**src/rtl/bfsp_pkg.sv**
```systemverilog
// Shared types, widths and codes for the Bellman-Ford shortest path block.
package bfsp_pkg;

  // Payload field widths
  localparam int unsigned SLOT_W      = 8;
  localparam int unsigned NODE_W      = 6;
  localparam int unsigned WEIGHT_BITS = 16;
  localparam int unsigned DIST_BITS   = 24;

  // Configuration register widths
  localparam int unsigned NCFG_W     = 7;
  localparam int unsigned ECFG_W     = 9;
  localparam int unsigned CFG_IDX_W  = 8;
  localparam int unsigned CFG_DATA_W = 16;

  // Default sizes of the stores
  localparam int unsigned DEF_MAX_NODES = 64;
  localparam int unsigned DEF_MAX_EDGES = 256;

  // Distance reported for a node that was never reached
  localparam logic [DIST_BITS-1:0] UNREACHED_DIST = DIST_BITS'(100000);

  // Item kinds
  localparam logic KIND_LOAD = 1'b0;
  localparam logic KIND_RUN  = 1'b1;

  // Register indexes
  localparam logic [CFG_IDX_W-1:0] REG_NODE_COUNT = CFG_IDX_W'(0);
  localparam logic [CFG_IDX_W-1:0] REG_EDGE_COUNT = CFG_IDX_W'(1);

  // Controller states
  typedef enum logic [2:0] {
    ST_IDLE,
    ST_EDGE_RD,
    ST_DIST_RD,
    ST_RELAX,
    ST_PASS_END,
    ST_NODE_RD,
    ST_NODE_OUT,
    ST_NEG_OUT
  } bfsp_state_t;

  // Controller to datapath commands
  typedef struct packed {
    logic load_edge;
    logic run_start;
    logic relax;
    logic pass_next;
    logic node_sel;
    logic node_load;
    logic neg_load;
  } bfsp_cmd_t;

  // Datapath to controller status
  typedef struct packed {
    logic edges_none;
    logic edge_last;
    logic check_pass;
    logic neg_found;
    logic node_last;
    logic out_free;
  } bfsp_sts_t;

endpackage

```
**src/rtl/bfsp_ctrl.sv**
```systemverilog
// Sequencer for edge loads, relaxation passes, the cycle check and result emission.
module bfsp_ctrl (
  input  logic               clk,
  input  logic               rst_n,
  input  logic               in_valid,
  input  logic               in_kind,
  output logic               in_ready,
  input  bfsp_pkg::bfsp_sts_t sts,
  output bfsp_pkg::bfsp_cmd_t cmd
);
  import bfsp_pkg::*;

  bfsp_state_t state_r;
  bfsp_state_t state_nxt;

  // State register
  always_ff @(posedge clk) begin
    if (!rst_n) begin
      state_r <= ST_IDLE;
    end else begin
      state_r <= state_nxt;
    end
  end

  // Next state and commands
  always_comb begin
    state_nxt = state_r;
    cmd       = '0;
    in_ready  = 1'b0;
    case (state_r)
      ST_IDLE: begin
        in_ready = 1'b1;
        if (in_valid) begin
          if (in_kind == KIND_RUN) begin
            cmd.run_start = 1'b1;
            state_nxt     = sts.edges_none ? ST_NODE_RD : ST_EDGE_RD;
          end else begin
            cmd.load_edge = 1'b1;
          end
        end
      end
      ST_EDGE_RD: begin
        state_nxt = ST_DIST_RD;
      end
      ST_DIST_RD: begin
        state_nxt = ST_RELAX;
      end
      ST_RELAX: begin
        cmd.relax = 1'b1;
        state_nxt = sts.edge_last ? ST_PASS_END : ST_EDGE_RD;
      end
      ST_PASS_END: begin
        if (sts.check_pass) begin
          state_nxt = sts.neg_found ? ST_NEG_OUT : ST_NODE_RD;
        end else begin
          cmd.pass_next = 1'b1;
          state_nxt     = ST_EDGE_RD;
        end
      end
      ST_NODE_RD: begin
        cmd.node_sel = 1'b1;
        state_nxt    = ST_NODE_OUT;
      end
      ST_NODE_OUT: begin
        cmd.node_sel = 1'b1;
        if (sts.out_free) begin
          cmd.node_load = 1'b1;
          state_nxt     = sts.node_last ? ST_IDLE : ST_NODE_RD;
        end
      end
      ST_NEG_OUT: begin
        if (sts.out_free) begin
          cmd.neg_load = 1'b1;
          state_nxt    = ST_IDLE;
        end
      end
      default: begin
        state_nxt = ST_IDLE;
      end
    endcase
  end

endmodule

```
**config.mk**
```make
export PLATFORM = sky130hd
export DESIGN_NAME = bfsp_ctrl
export DESIGN_NICKNAME = d
export VERILOG_FILES = /design/src/rtl/bfsp_pkg.sv /design/src/rtl/bfsp_ctrl.sv
export SDC_FILE = /design/constraint.sdc
export NUM_CORES = 1
export LEC_CHECK = 0
export BUFFER_PORTS_ARGS = -buffer_cell sky130_fd_sc_hd__buf_2
export CORE_AREA = 2 2 39 41
export DETAILED_ROUTE_END_ITERATION = 12
export DIE_AREA = 0 0 41 43
export GPL_TIMING_DRIVEN = 0
export PLACE_DENSITY_LB_ADDON = 0.3
export SLEW_MARGIN = 20
export SYNTH_ARGS = -nofsm -noshare
export SYNTH_HDL_FRONTEND = slang
export SYNTH_SLANG_ARGS = --single-unit
```
**constraint.sdc**
```tcl
create_clock -name clk -period 1.22 [get_ports clk]
set_clock_uncertainty 0.05 [all_clocks]
set_input_delay 0.244 -clock clk [delete_from_list [all_inputs] [get_ports clk]]
set_output_delay 0.244 -clock clk [all_outputs]
set_load 0.005 [all_outputs]
```
# Yosys cells after proc, flatten, opt, wreduce, memory -nomap -nowiden
# Index checks and enable logic that the tools add are counted.
[classes]
n_eq_ne = 11
muxes = 22
reduce_logical = 3
[ops]
columns = ["cell", "count"]
rows = [
  ["3-bit 2-to-1 mux", 8],
  ["3-bit one-hot mux with 8 select lines", 1],
  ["3-bit == test, second input constant", 4],
  ["1-bit 2-to-1 mux", 10],
  ["2-bit inequality test, second input constant", 4],
  ["3-bit by 2-bit == test with 1-bit output, second input constant", 2],
  ["2-bit 2-to-1 mux", 3],
  ["4-bit AND reduction", 1],
  ["3-bit by 1-bit == test with 1-bit output, second input constant", 1],
  ["3-bit zero test", 1],
  ["2-bit OR reduction", 1],
]
[totals]
ff_bits = 3
in_bits = 10
output_inout_bits = 8

# Longest topological paths before layout
# Gate-level depths: netlist of the first run.
[logic_depth]
word_depth = 4
depth_mapped = 4
mapped_depth_nobuf = 3

# Worst setup path before layout of the first run
# Ideal clock, no wire load.
[synth_timing]
path_type = "register -> output"
startpoint = "reg state_r[1]"
endpoint = "out cmd[3] (netlist name)"
arrival_time_ns = 0.833
required_time_ns = 0.926
setup_slack_ns = 0.093
path_stages_with_launch = 3
path_buffers = 1
cell_sequence = "dfxtp_1 buf_4 nor4b_1"
[synth_rtl]
columns = ["element", "line", "source"]
rows = [
  ["start, declared", "bfsp_ctrl.sv:13", "bfsp_state_t state_r;"],
  ["start signal, assigned", "bfsp_ctrl.sv:21", "state_r <= state_nxt;"],
  ["end, declared", "bfsp_ctrl.sv:9", "output bfsp_pkg::bfsp_cmd_t cmd"],
]

==> results of run 1 <==
==> kinds of logic (layout without fill, tap and decap cells) <==
| group | Yosys count | after routing | share of synthesized area [%] |
|---|---|---|---|
| AND/OR/NAND/NOR | 14 | 14 | 32.6 |
| flip-flops | 3 | 3 | 21.7 |
| AO/OA/AOI/OAI | 10 | 10 | 28.1 |
| multiplexers | 1 | 1 | 3.62 |
| buffers and inverters | 5 | 35 | 10.9 |
| XOR/XNOR | 1 | 1 | 3.17 |
==> per-layer routing <==
layer | track usage [%] | up-vias
li1 | - | 194
met1 | 15.4 | 173
met2 | 16.3 | 10
met3 | 4.71 | 0
met4 | 2.00 | 0
met5 | 0 | -
==> where the power goes <==
part / internal (W) / switching [W]
combinational: 0.000441 / 0.000300
clock: 0.000122 / 0.0000497
sequential: 0.000154 / 0.0000671
==> metrics by stage <==
step	power [W]	area (µm²)	cells	setup WS [ps]	setup TNS [ps]
2_1_floorplan	0.000478	277	34	93.2	0
3_3_place_gp	0.000596	382	67	-24.8	-42.5
6_report	0.00113	552	80	-192	-1100
4_1_cts	0.00110	527	80	-184	-1150
5_1_grt	0.00123	552	80	-230	-1760
3_5_place_dp	0.000600	382	67	-33.9	-66.8
==> cell type report <==
| cell class | count | area, µm² | share of cell area (%) |
|---|---|---|---|
| clock buffers | 4 | 26.3 | 4.76 |
| well taps | 16 | 20.0 | 3.63 |
| plain buffers | 3 | 33.8 | 6.12 |
| multi-input cells | 26 | 226 | 41.0 |
| repair buffers | 26 | 166 | 30.2 |
| inverters | 2 | 7.51 | 1.36 |
| flip-flops and latches | 3 | 71.3 | 12.9 |
==> cells in the final DEF, fill, tap and decap left out, types with 2 or more instances in the layout <==
cell      Yosys  layout
clkbuf_4      0       3
buf_4         3       7
inv_1         2       2
nor2_1        2       2
dfxtp_4       0       3
a31oi_1       2       2
buf_2         0      16
buf_6         0       6
nand2_1       3       3
==> critical path: cells and delay by family, from the launching register on <==
kind | cells | cell delay, ps
xor gates and xnor gates | 1 | 150
DFF | 1 | 360
buffers and inverters | 2 | 250
and+or+nand+nor | 1 | 130
==> cell usage after synthesis, types with 2 or more instances <==
cell,n
a31oi_1,2
buf_4,3
dfxtp_1,3
inv_1,2
nand2_1,3
nor2_1,2
==> worst min-delay path by stage <==
stage                      end  slack [ps]  cells after the start
floorplan           state_r[2]         340                      2
global placement    state_r[2]         470                      3
detailed placement  state_r[2]         470                      3
CTS                 state_r[2]         220                      3
global route        state_r[2]         230                      3
finish              state_r[2]         230                      3
==> repair_timing <==
action	in CTS	in global routing
cloned	0	0
buffers inserted	9	1
endpoints found under the setup margin	8	11
pin swaps	10	5
resized for setup	14	5
hold buffers	0	0
==> results.md, run 1 <==
- Hpwl dp: between 500 and 600 µm
- Util after Layout: 39.9%
- Remaining antenna violation count: 0
- #FFs+latches synth: 3
- Layout cell share with drive strength beyond 1: a little over three fifths
- Largest net degree at the start of global routing: 7
- Residual DRC count: 0
- Pwr/cell area: 2060 nW/µm²
- Yosys cell types: 25
- Die W: 41 µm
- FP Rows: 14
- Hold path startpoint: sts[4]
- Setup crit end kind: output pin
- Critical path cell sequence: buf_6 -> xor2_1 -> and2_1 -> buf_2
- Post-synth EDFFs: 0
- LEAKAGE: 0.276 nW
- Filler Cell Count: around 140
- Capture point of the critical path: cmd[2]
- Slew Limit Fails: 0
- Synth area leaders: dfxtp_1 22%, buf_4 8.1%, a31oi_1 4.5%
- Initial core utilization: 20.0%
- Largest Register: state_r
- Root Driver: clkbuf_4
- Mapped Cells: 34
- Vias in the first global route: 314
- Drt pass-1 iters: 2
- CTS tree: yes
- Initial antenna violation count: 0
- Net Count, Synth: 44
- Largest register FFs: 3
- DR WL met3: ~52 µm
- Max Cap Violations: 0
- Die ar.: about 1800 µm²
- Via density: 4.71
- Worst Setup SP: state_r[1]
- Post-synth top flop: dfxtp_1
- Hold WC Path Type: input pin to register
- Arrival @ worst endpoint: 1120 ps
- Clk buf depth: 2
- Most area-hungry cell type in the Yosys netlist: dfxtp_1
- All-Layer GR Usage: 11.2%
- Initial DRC Count: 4
- Final worst slack: -192 ps
- P&R area growth vs syn: 99.5%
- Top sig layer: met3
- Warnings, synthesis: 0
- ANT cells: 0
- Clock sink count: 3
- Clk slew on worst S/H paths: 40 ps
- Worst Reg-to-Reg Cells: 5
- VDD IR max: 0.888 mV
- Gr ovfl total: 0
- # port buffers: 17
- Worst R2R End: state_r[2]
- Rel. slew slack: between 80% and 90%
- TritonCTS buffer count: 3
- Met2 wire len: approximately 440 µm
- Fraction of registers with async set/reset: 0%
- I/O Pins: 18
- Hold Fails Final Rpt: 0
- Synth Cell Area: 277 µm²
- R2r startpoint: state_r[1]
- Largest registers: state_r x3
- Worst Path Required: slightly above 900 ps
- Worst-Skew Late Latency: 230 ps
- Failing checks: negative setup slack
- Post-DR wirelength/cell: 11.3 µm
- Final net count: 75
- Total core area: 1380 µm²
- Largest stage delay, worst path: 360 ps
- CTS HTree Levels: 1
- Placer Congestion: 0.737
- Reg2reg setup slack: -110 ps
- Final setup vio count: 10
- Critical path class: register to output pin
- Post-synthesis sequential area ratio: between 20% and 30%
- Die H: 43 µm
- Status: finished, violations left
- Period utilization: 116%
- Fmax: 708 MHz
- Worst-Margin Slew: 287 ps
- Slowest-stage cell, CP: dfxtp_4
- Metal-1 WL: 412 µm
- Critical Path Source Type: register
- Fin crit period: ~1400 ps
- Synth top area share: 21.7%
- RSZ-0062 raised after global routing: yes
- First-pass GRT wire length: 1310 µm
- Avg Cell Area, Syn: 8.13 µm²
- Crit path max fanout: 6
- Final hold slack: 229 ps
- Via count: 377
- Total Wirelength: 901 µm
(Power assumes the default switching activity.)
==> run 2: changes to the inputs <==
--- a/config.mk
+++ b/config.mk
@@ -10,7 +10,7 @@
 export DETAILED_ROUTE_END_ITERATION = 12
 export DIE_AREA = 0 0 41 43
 export GPL_TIMING_DRIVEN = 0
-export PLACE_DENSITY_LB_ADDON = 0.3
+export PLACE_DENSITY = 0.43
 export SLEW_MARGIN = 20
 export SYNTH_ARGS = -nofsm -noshare
 export SYNTH_HDL_FRONTEND = slang
==> run 2 against run 1 <==
Non-clock buffer count stayed put. Critical endpoint unchanged. Clock-buffer cell count stayed put. Combinational power is 10% lower. Global-route usage is 0.40 points higher. Critical path type unchanged. Sequential share of layout area is 0.61 points higher. Die area stayed put. The run still ends with negative setup slack left. Clock power is 5% higher. Worst setup slack better by 9.0 ps. Cell area is 4.5% lower. First-iteration DRC count grew to 3.8 times the previous value. Via count is 0.27% lower. Cell count stayed put.
==> results.md, run 2 (synthesized netlist as in run 1, its figures left out) <==
- Residual DRC count: 0
- Final setup vio count: 9
- LEAKAGE: 0.271 nW
- Most frequent cells in the layout: 18 x buf_2, 6 x buf_6, 5 x buf_4
- Final std cells w/o fill: 80
- Period utilization: 115%
- Worst Path Required: 930 ps
- Drt pass-1 iters: 4
- Hold WC Path Type: input pin to register
- Post-DR wirelength/cell: between 10 and 15 µm
- Worst-Skew Late Latency: 240 ps
- Commonest non-fill, non-tap cell in the layout: buf_2
- FP Rows: 14
- Fmax: between 700 and 800 MHz
- Gr ovfl total: 0
- I/O Pins: 18
- Failing checks: negative setup slack
- Final worst slack: -183 ps
- Remaining antenna violation count: 0
- VDD IR max: 0.739 mV
- Critical path class: register to output pin
- Total Wirelength: 948 µm
- Largest net degree at the start of global routing: 8
- CTS tree: yes
- Initial DRC Count: 15
- Status: finished, violations left
- Largest register FFs: 3
- Initial core utilization: 20.0%
- CTS HTree Levels: 1
- Critical Path Source Type: register
- Critical path cell sequence: buf_6 -> xor2_1 -> and2_1 -> buf_2
- Crit path max fanout: 5
- Clk buf depth: 2
- Largest Register: state_r
- Rel. slew slack: 78.8%
- TritonCTS buffer count: 3
- Initial antenna violation count: 0
- Via density: 4.70
- RSZ-0062 raised after global routing: yes
- Slowest-stage cell, CP: dfxtp_4
- Final net count: 75
- Placed instance count: 67
- Max Cap Violations: 0
- First-pass GRT wire length: 1350 µm
- Arrival @ worst endpoint: 1110 ps
- Largest stage delay, worst path: approximately 360 ps
- Via count: 376
- Clock sink count: 3
- Root Driver: clkbuf_4
- Setup crit end kind: output pin
- Post-CTS Hold Buffers: 0
- Die W: about 40 µm
- Util after Layout: 38.1%
- P&R area growth vs syn: 90.5%
- # port buffers: 17
- Die ar.: 1760 µm²
- Die H: around 43 µm
- ANT cells: 0
- Fin crit period: between 1000 and 1500 ps
- Largest registers: state_r x3
- Pwr/cell area: 2010 nW/µm²
- Worst-Margin Slew: between 300 and 400 ps
- Final hold slack: 221 ps
- Layout cell share with drive strength beyond 1: around 59%
- Slew Limit Fails: 0
- Clk slew on worst S/H paths: 40 ps
- Placer Congestion: 0.730
- Vias in the first global route: 334
- Hold Fails Final Rpt: 0
- All-Layer GR Usage: 11.6%
- Total core area: 1380 µm²
- Total power: 0.00106 W
## run 2: changes by cell type in the layout (fill, tap and decap cells not counted)
cell       before  now
buf_2          16   18
buf_4           7    5
a2111oi_1       0    1
a2111oi_2       1    0
a311oi_1        0    1
a311oi_2        1    0
nor4b_2         0    1
nor4b_4         1    0
## run 2: worst paths after layout
path	slack (ps)	startpoint	cells after the start	to
worst max-delay path	-180	state_r[1]	4	cmd[2]
worst min-delay path	220	rst_n	3	state_r[0]
worst max register to register	-70	state_r[1]	5	state_r[0]
worst min register to register	570	state_r[0]	3	state_r[2]
## run 2: final cells by class
type	instances	area [µm²]
fillers	145	857
multi-input cells	26	206
repair buffers	26	161
flip-flops and latches	3	71.3
plain buffers	3	33.8
clock buffers	4	26.3
well taps	16	20.0
inverters	2	7.51
## run 2: report_power, final
group          total, W  leakage [nW]  switching (W)  internal, W
logic          0.000665         0.229       0.000272     0.000393
registers      0.000212        0.0267      0.0000576     0.000154
clock network  0.000180        0.0150      0.0000567     0.000123
total           0.00106         0.271       0.000386     0.000670
## run 2: timing repair
action / 4_1_cts / 5_1_grt
setup endpoints to repair: 8 / 10
setup buffers: 7 / 1
pin swaps: 9 / 6
gates resized for setup: 11 / 4
gates cloned: 1 / 0
## run 2: per-stage QoR
stage	area (µm²)	TNS, ps	setup WS, ps
2_1_floorplan	277	0	93.2
3_3_place_gp	382	-60.6	-34.1
3_5_place_dp	382	-54.5	-30.3
4_1_cts	500	-993	-183
5_1_grt	527	-1560	-231
6_report	527	-1010	-183
## run 2: routing by layer
metal | track usage [%] | part of all wire [%]
met1 | 13.8 | 44
met4 | 2.00 | 0
met2 | 18.1 | 50
met5 | 0 | 0
met3 | 6.28 | 5.6
## run 2: critical path, delay by kind of cell (launching register included)
kind,cells,cell delay [ps]
flops,1,360
buf+inv,2,250
xor+xnor,1,140
simple gates,1,130
